File: src/hw/rtl/sce_div.sv
module sce_div #(
  parameter int DEN_W = 36
) (
  input  logic             clk,
  input  logic             rst,
  input  logic             start,
  input  logic [63:0]      dividend,
  input  logic [DEN_W-1:0] divisor,
  output logic             busy,
  output logic             done,
  output logic [63:0]      quotient
);

  logic [6:0]       steps;
  logic [DEN_W-1:0] rem;
  logic [DEN_W-1:0] den;
  logic [63:0]      q;
  logic [DEN_W:0]   trial;
  logic             fits;

  assign trial    = {rem, q[63]};
  assign fits     = trial >= {1'b0, den};
  assign quotient = q;

  always_ff @(posedge clk) begin
    if (rst) begin
      busy  <= 1'b0;
      done  <= 1'b0;
      steps <= '0;
    end else begin
      done <= 1'b0;
      if (start) begin
        busy  <= 1'b1;
        steps <= 7'd64;
      end else if (busy) begin
        steps <= steps - 7'd1;
        if (steps == 7'd1) begin
          busy <= 1'b0;
          done <= 1'b1;
        end
      end
    end
  end

  always_ff @(posedge clk) begin
    if (start) begin
      q   <= dividend;
      rem <= '0;
      den <= divisor;
    end else if (busy) begin
      if (fits) begin
        rem <= DEN_W'(trial - {1'b0, den});
      end else begin
        rem <= trial[DEN_W-1:0];
      end
      q <= {q[62:0], fits};
    end
  end

endmodule

File: config.mk
export PLATFORM = sky130hd
export DESIGN_NAME = sce_div
export DESIGN_NICKNAME = d
export VERILOG_FILES = /design/src/hw/rtl/sce_div.sv
export SDC_FILE = /design/constraint.sdc
export NUM_CORES = 1
export LEC_CHECK = 0
export ABC_AREA = 1
export BUFFER_PORTS_ARGS = -buffer_cell sky130_fd_sc_hd__buf_2
export CORE_ASPECT_RATIO = 0.5
export CORE_UTILIZATION = 55
export CTS_CLUSTER_SIZE = 20
export DETAILED_ROUTE_END_ITERATION = 6
export GPL_ROUTABILITY_DRIVEN = 0
export HOLD_SLACK_MARGIN = 0.02
export PLACE_DENSITY = 0.76
export RECOVER_POWER = 25
export SKIP_CTS_REPAIR_TIMING = 1
export SLEW_MARGIN = 15
export SYNTH_ARGS = -nofsm -noshare
export SYNTH_HDL_FRONTEND = slang
export SYNTH_SLANG_ARGS = --single-unit
File: constraint.sdc
create_clock -name clk -period 3.7 [get_ports clk]
set_clock_uncertainty 0.2 [all_clocks]
set_input_delay 0.37 -clock clk [delete_from_list [all_inputs] [get_ports clk]]
set_output_delay 0.37 -clock clk [all_outputs]
set_load 0.1 [all_outputs]
==> results.cfg, run 1 <==
[floorplanning]
core_area_mm2 = 0.0156
floorplan.io_pins = 169
initial_core_util = 0.572
die-area_mm2 = 0.0168
die_h_um = 92.1
rows = 32
dieWidth_um = 182

[setup_path]
arrival_ns = 3.07
crit_path_category = register to register
worst-path-max-fanout = 36
timing.reg2reg.setup_slack_ns = 0.78
critPathCaptureType = register
worst-endpoint-required_ns = 3.85
start_kind = register
r2r.worst_path.cells = 15

[detailed_routing]
wl_per_cell_um = 14.6
dr.pass1.iters = 7
vias = 8489
drt-vias-per-instance = 5.15
ant_nets = 0
drcViolationCount = 0
route.final.wire_length_mm = 24.1
initialDrtViolationCount = 686

[cells_and_area]
finalNetCount = 1572
synthToLayoutAreaGrowth_pct = 25.0
drive_above_1_share = 0.181
finish.instance_area_mm2 = 0.0112
antennaDiodeCount = 0

[worst_hold_path]
hold-path-cell-count = 3
hold_class = input port to register

[timing]
finalSetupTns_ns = 0
finalMaxSlewViolations = 74
timing.slew.headroom = -0.0133
unrepaired_setup_endpoints_after_global_routing = no
report.final.setup_viol = 0
final_period_minus_worst_setup_slack_ns = 2.92
period_utilisation_layout = 0.789
timing.fmax_mhz = 343
tightestPinTransition_ns = 1.52
hold_violations = 0

[global_routing]
grt_pass1_vias = 7658
grt-ovfl-total = 0
grt_start_max_net_pins = 74
grt_first_pass_wirelength_mm = 37.1
grt_util_all_layers = 0.282
antenna_found_initial = 0

[yosys]
synthCells = 1196
synth.area.mux_share = 0
synth-xor-area-share = 0.0196
ys_seq_area_frac = 0.437
syn-cell-area_mm2 = 0.00892
ys_async_sr_fraction = 0
synth-edff-count = 100
synth-compound-area-share = 0.0422
synth-seq-cells = 145
cell_variety_after_synth = 42
synth-warning-count = 0
yosys_most_used_dff = sky130_fd_sc_hd__edfxtp_1
synth_area_in_adders = 0.0555
synth_simple_gate_area_share = 0.345
syn_nets = 1338
synthesis.area_per_instance_um2 = 7.46
synth_top_family_by_area = simple AND/OR/NAND/NOR gates

[clock_tree]
clock-root-buffer = sky130_fd_sc_hd__clkbuf_16
clock_sink_count = 145
tritoncts = built
h_tree_level_count = 4
clk-insertion-delay-late_ns = 0.43
cts_inserted_buffers = 17
ctsLongestPathBuffers = 2
clock_transition_time_at_the_flip_flop_clock_pins_of_the_worst_setup_and_hold_paths_ns = 0.07

[placement]
placement.io_buffers = 168
post_dp_cell_area_mm2 = 0.00991
hpwlAfterDp_mm = 16.7

[power_and_ir_drop]
powerDensity_mw_per_mm2 = 416
max-vdd-ir-drop_v = 0.000336
power_leakage_uw = 0.00596

[status]
outcome = complete, but fails checks
violations = capacitance limit, slew limit

[flow_run]
max_cap_viol_count = 2
==> cell families (layout without fill, tap and decap cells) <==
group / count (synthesis) / in the layout
and+or+nand+nor: 708 / 708
buffers and inverters: 218 / 465
DFF: 145 / 145
AOI/OAI and AO/OA: 66 / 66
adders and majority gates: 39 / 39
xor gates and xnor gates: 20 / 20
==> critical path, cell delays in order, from the launching register on <==
cell,delay (ns)
sky130_fd_sc_hd__edfxtp_1,0.37
sky130_fd_sc_hd__inv_1,0.07
sky130_fd_sc_hd__ha_1,0.27
sky130_fd_sc_hd__nand2_1,0.18
sky130_fd_sc_hd__inv_1,0.07
sky130_fd_sc_hd__nand2_1,0.08
sky130_fd_sc_hd__nand2_1,0.09
sky130_fd_sc_hd__a21oi_2,0.14
sky130_fd_sc_hd__nand2_2,0.12
sky130_fd_sc_hd__nand2_2,0.12
sky130_fd_sc_hd__nand2_4,0.06
sky130_fd_sc_hd__nand2_4,0.33
sky130_fd_sc_hd__nand2_4,0.36
sky130_fd_sc_hd__nand2_1,0.16
sky130_fd_sc_hd__nand3_1,0.07
sky130_fd_sc_hd__o21ai_1,0.12
==> flip-flops by register name, indices dropped and copies added, names as in the netlist <==
signal / cells
steps: 7
rem: 36
busy: 1
quotient: 64
den: 36
done: 1
==> path summary, 6_finish.rpt <==
| kind | from | end |
|---|---|---|
| setup / recovery | den[8] | rem[12] |
| hold / removal | dividend[63] | quotient[63] |
| setup reg to reg | den[8] | rem[12] |
| hold reg to reg | rem[33] | rem[33] |
==> stage by stage <==
stage | total power, uW | utilization | worst slack (ns) | instances | hold slack (ns)
after floorplan | 2770 | - | 0.415 | 1196 | 0.233
after global placement | 2980 | 0.635 | 0.991 | 1544 | 0.248
after detailed placement | 2990 | 0.635 | 0.882 | 1544 | 0.258
after CTS | 4600 | 0.669 | 0.818 | 1576 | -0.106
after global routing | 4810 | 0.715 | 0.492 | 1647 | 0.0143
final | 4640 | 0.715 | 0.781 | 1647 | 0.00295
==> cells in the final DEF, fill, tap and decap left out, drive strengths merged, types with 3 or more instances in the layout <==
| master | n |
|---|---|
| nand2 | 505 |
| inv | 190 |
| buf | 172 |
| edfxtp | 100 |
| nand3 | 91 |
| dlygate4sd3 | 71 |
| nor2 | 63 |
| dfxtp | 45 |
| ha | 38 |
| a21oi | 29 |
| o21ai | 29 |
| clkbuf | 25 |
| nand3b | 20 |
| nor3 | 17 |
| xnor2 | 14 |
| nand4 | 7 |
| xor2 | 6 |
| clkinv | 5 |
| a21o | 3 |
==> cell type report <==
| type | count | area (um2) |
|---|---|---|
| sequential | 145 | 3900 |
| timing repair buffer | 246 | 1620 |
| clock inverter | 10 | 77.6 |
| fill | 1254 | 4460 |
| tap | 204 | 255 |
| clock buffer | 22 | 464 |
| multi-input combinational | 833 | 4140 |
| inverter | 187 | 703 |
==> layer usage <==
layer / track usage / up-vias / routed length [um]
met2: 0.454 / 347 / 11100
met5: 0 / - / 0
li1: - / 4234 / -
met3: 0.0782 / 43 / 1830
met4: 0.0833 / 0 / 429
met1: 0.370 / 3865 / 10700
==> synthesized netlist by cell type (3+ instances only) <==
cell type | n | area share
sky130_fd_sc_hd__a21o_1 | 3 | 0.0025
sky130_fd_sc_hd__a21oi_1 | 27 | 0.015
sky130_fd_sc_hd__buf_1 | 6 | 0.0025
sky130_fd_sc_hd__buf_2 | 4 | 0.0022
sky130_fd_sc_hd__buf_4 | 4 | 0.0034
sky130_fd_sc_hd__buf_6 | 4 | 0.0050
sky130_fd_sc_hd__clkbuf_1 | 11 | 0.0046
sky130_fd_sc_hd__dfxtp_1 | 45 | 0.10
sky130_fd_sc_hd__edfxtp_1 | 100 | 0.34
sky130_fd_sc_hd__ha_1 | 38 | 0.053
sky130_fd_sc_hd__inv_1 | 181 | 0.076
sky130_fd_sc_hd__inv_2 | 6 | 0.0025
sky130_fd_sc_hd__nand2_1 | 493 | 0.21
sky130_fd_sc_hd__nand2_2 | 9 | 0.0063
sky130_fd_sc_hd__nand2_4 | 3 | 0.0038
sky130_fd_sc_hd__nand3_1 | 77 | 0.043
sky130_fd_sc_hd__nand3_2 | 14 | 0.016
sky130_fd_sc_hd__nand3b_1 | 13 | 0.011
sky130_fd_sc_hd__nand3b_2 | 7 | 0.0088
sky130_fd_sc_hd__nand4_1 | 7 | 0.0049
sky130_fd_sc_hd__nor2_1 | 56 | 0.024
sky130_fd_sc_hd__nor2_2 | 6 | 0.0042
sky130_fd_sc_hd__nor3_1 | 14 | 0.0079
sky130_fd_sc_hd__o21ai_0 | 15 | 0.0084
sky130_fd_sc_hd__o21ai_1 | 9 | 0.0050
sky130_fd_sc_hd__o21ai_2 | 5 | 0.0049
sky130_fd_sc_hd__xnor2_1 | 14 | 0.014
sky130_fd_sc_hd__xor2_1 | 6 | 0.0059
==> report_power, final <==
| part | switching [uW] | leakage (uW) | internal (uW) |
|---|---|---|---|
| Clock | 708 | 0.000262 | 900 |
| Combinational | 862 | 0.00432 | 248 |
| Sequential | 53.9 | 0.00137 | 1870 |
Power figures use the tool's default switching activity.
==> inputs of run 2 (changes only) <==
--- a/config.mk
+++ b/config.mk
@@ -8,12 +8,12 @@
 export ABC_AREA = 1
 export BUFFER_PORTS_ARGS = -buffer_cell sky130_fd_sc_hd__buf_2
 export CORE_ASPECT_RATIO = 0.5
-export CORE_UTILIZATION = 55
+export CORE_UTILIZATION = 51
 export CTS_CLUSTER_SIZE = 20
 export DETAILED_ROUTE_END_ITERATION = 6
 export GPL_ROUTABILITY_DRIVEN = 0
 export HOLD_SLACK_MARGIN = 0.02
-export PLACE_DENSITY = 0.76
+export PLACE_DENSITY = 0.74
 export RECOVER_POWER = 25
 export SKIP_CTS_REPAIR_TIMING = 1
 export SLEW_MARGIN = 15
==> constraint.sdc (replaced) <==
create_clock -name clk -period 2.4 [get_ports clk]
set_clock_uncertainty 0.2 [all_clocks]
set_input_delay 0.24 -clock clk [delete_from_list [all_inputs] [get_ports clk]]
set_output_delay 0.24 -clock clk [all_outputs]
set_load 0.1 [all_outputs]
==> run 2 against run 1 <==
- combinational power up 72%
- setup slack worse by 0.77 ns
- first-iteration DRC count up 31%
- critical path type unchanged
- the run now ends clean
- wire length up 14%
- non-clock buffer count up 74
- global-route usage down 0.97 points
==> results.cfg, run 2 (synthesized netlist as in run 1, its figures left out) <==
[status]
outcome = finished clean

[timing]
hold_violations = 0
finalMaxSlewViolations = 0
unrepaired_setup_endpoints_after_global_routing = yes
period_utilisation_layout = 0.994
worst_slack_on_hold_paths_ns = 0.0670
report.final.setup_viol = 0
timing.fmax_mhz = 419
final_period_minus_worst_setup_slack_ns = 2.39
timing.slew.headroom = 0.105
tightestPinTransition_ns = 1.34

[detailed_routing]
dr.pass1.iters = 5
route.final.wire_length_mm = 27.4
wl_per_cell_um = 15.7
ant_nets = 0
vias = 9031
drcViolationCount = 0
initialDrtViolationCount = 896
drt-vias-per-instance = 5.18

[global_routing]
grt_util_all_layers = 0.272
grt_pass1_vias = 7650
grt-ovfl-total = 0
grt_start_max_net_pins = 67
antenna_found_initial = 0
grt_first_pass_wirelength_mm = 38.2

[setup_path]
path_buf_inv = 2
critPathSlowestCell = sky130_fd_sc_hd__edfxtp_1
worst_path_most_repeated_cell = sky130_fd_sc_hd__nand2_1
arrival_ns = 2.56
critical-path-top-delay-family = simple AND/OR/NAND/NOR gates
crit_path_category = register to register
worst-path-max-fanout = 8
worst_r2r_startpoint = den[24]
timing.critical_path.slowest_cell_delay_ns = 0.37
worst-endpoint-required_ns = 2.58
start_kind = register
critPathCaptureType = register
worstSetupStartpoint = den[24]
timing.critical_path.cells = inv_1, ha_4, a21oi_1, nand2_1, nand2_1, nand2_1, a21oi_2, nand2_4, nand2_8, nand2_8, buf_12, nand2_1, nand3_1, nand2_1

[clock_tree]
tritoncts = built
clk-insertion-delay-late_ns = 0.43
h_tree_level_count = 4
ctsLongestPathBuffers = 2
clock_sink_count = 145
cts_inserted_buffers = 17
clock-root-buffer = sky130_fd_sc_hd__clkbuf_16
clock_transition_time_at_the_flip_flop_clock_pins_of_the_worst_setup_and_hold_paths_ns = 0.07

[worst_hold_path]
hold_class = input port to register
holdCritStartpoint = start

[cells_and_area]
antennaDiodeCount = 0
most_common_library_cell_in_the_layout_ignoring_fill_and_taps = sky130_fd_sc_hd__nand2_1
final_core_util = 0.751
finalNetCount = 1646
number_of_flip_flops_under_the_largest_register_name = 64
layout.cells.most_common_list = 466 x sky130_fd_sc_hd__nand2_1, 175 x sky130_fd_sc_hd__inv_1, 163 x sky130_fd_sc_hd__buf_2, 101 x sky130_fd_sc_hd__dlygate4sd3_1, 100 x sky130_fd_sc_hd__edfxtp_1
synthToLayoutAreaGrowth_pct = 40.8
drive_above_1_share = 0.258

[floorplanning]
dieWidth_um = 189
die-area_mm2 = 0.0181
initial_core_util = 0.534
core_area_mm2 = 0.0167
rows = 33
die_h_um = 95.5
floorplan.io_pins = 169

[power_and_ir_drop]
powerDensity_mw_per_mm2 = 594
max-vdd-ir-drop_v = 0.000501
power_leakage_uw = 0.00634

[placement]
hpwlAfterDp_mm = 17.8
placement.io_buffers = 168

[flow_run]
max_cap_viol_count = 0
run 2: layout make-up:
type,count,area [um2]
sequential,145,3910
multi-input combinational,833,4720
inverter,187,707
fill,1180,4160
clock buffer,19,433
timing repair buffer,320,2390
clock inverter,13,125
tap,227,284
run 2: routing by layer:
layer  global-route usage  up-vias  part of all wire
met5                    0        -                 0
met4               0.0793        0             0.025
met3               0.0659       67             0.077
met2                0.435      413              0.46
met1                0.368     4160              0.43
li1                     -     4391                 -
run 2: worst paths after layout:
check,slack (ns),end,cells after the start
min reg2reg,0.28,rem[33],2
max,0.01,rem[23],14
max reg2reg,0.01,rem[23],14
min,0.07,den[22],1
run 2: where the power goes:
group / internal [uW] / switching, uW / leakage (uW)
combinational: 511 / 1400 / 0.00470
sequential: 2890 / 94.7 / 0.00137
clock: 1440 / 1130 / 0.000264
total: 4840 / 2620 / 0.00634
run 2: metrics by stage:
stage | instances | instance area, um2 | setup WS [ns] | power, uW | setup TNS (ns)
final | 1744 | 12600 | 0.0147 | 7460 | 0
after global routing | 1744 | 12600 | -0.0746 | 7700 | -1.03
after CTS | 1628 | 10800 | -0.0905 | 7210 | -0.428
after detailed placement | 1596 | 10200 | -0.0562 | 4660 | -0.106
after global placement | 1596 | 10200 | -0.0243 | 4640 | -0.0243
after floorplan | 1196 | 8980 | -0.244 | 4280 | -4.42
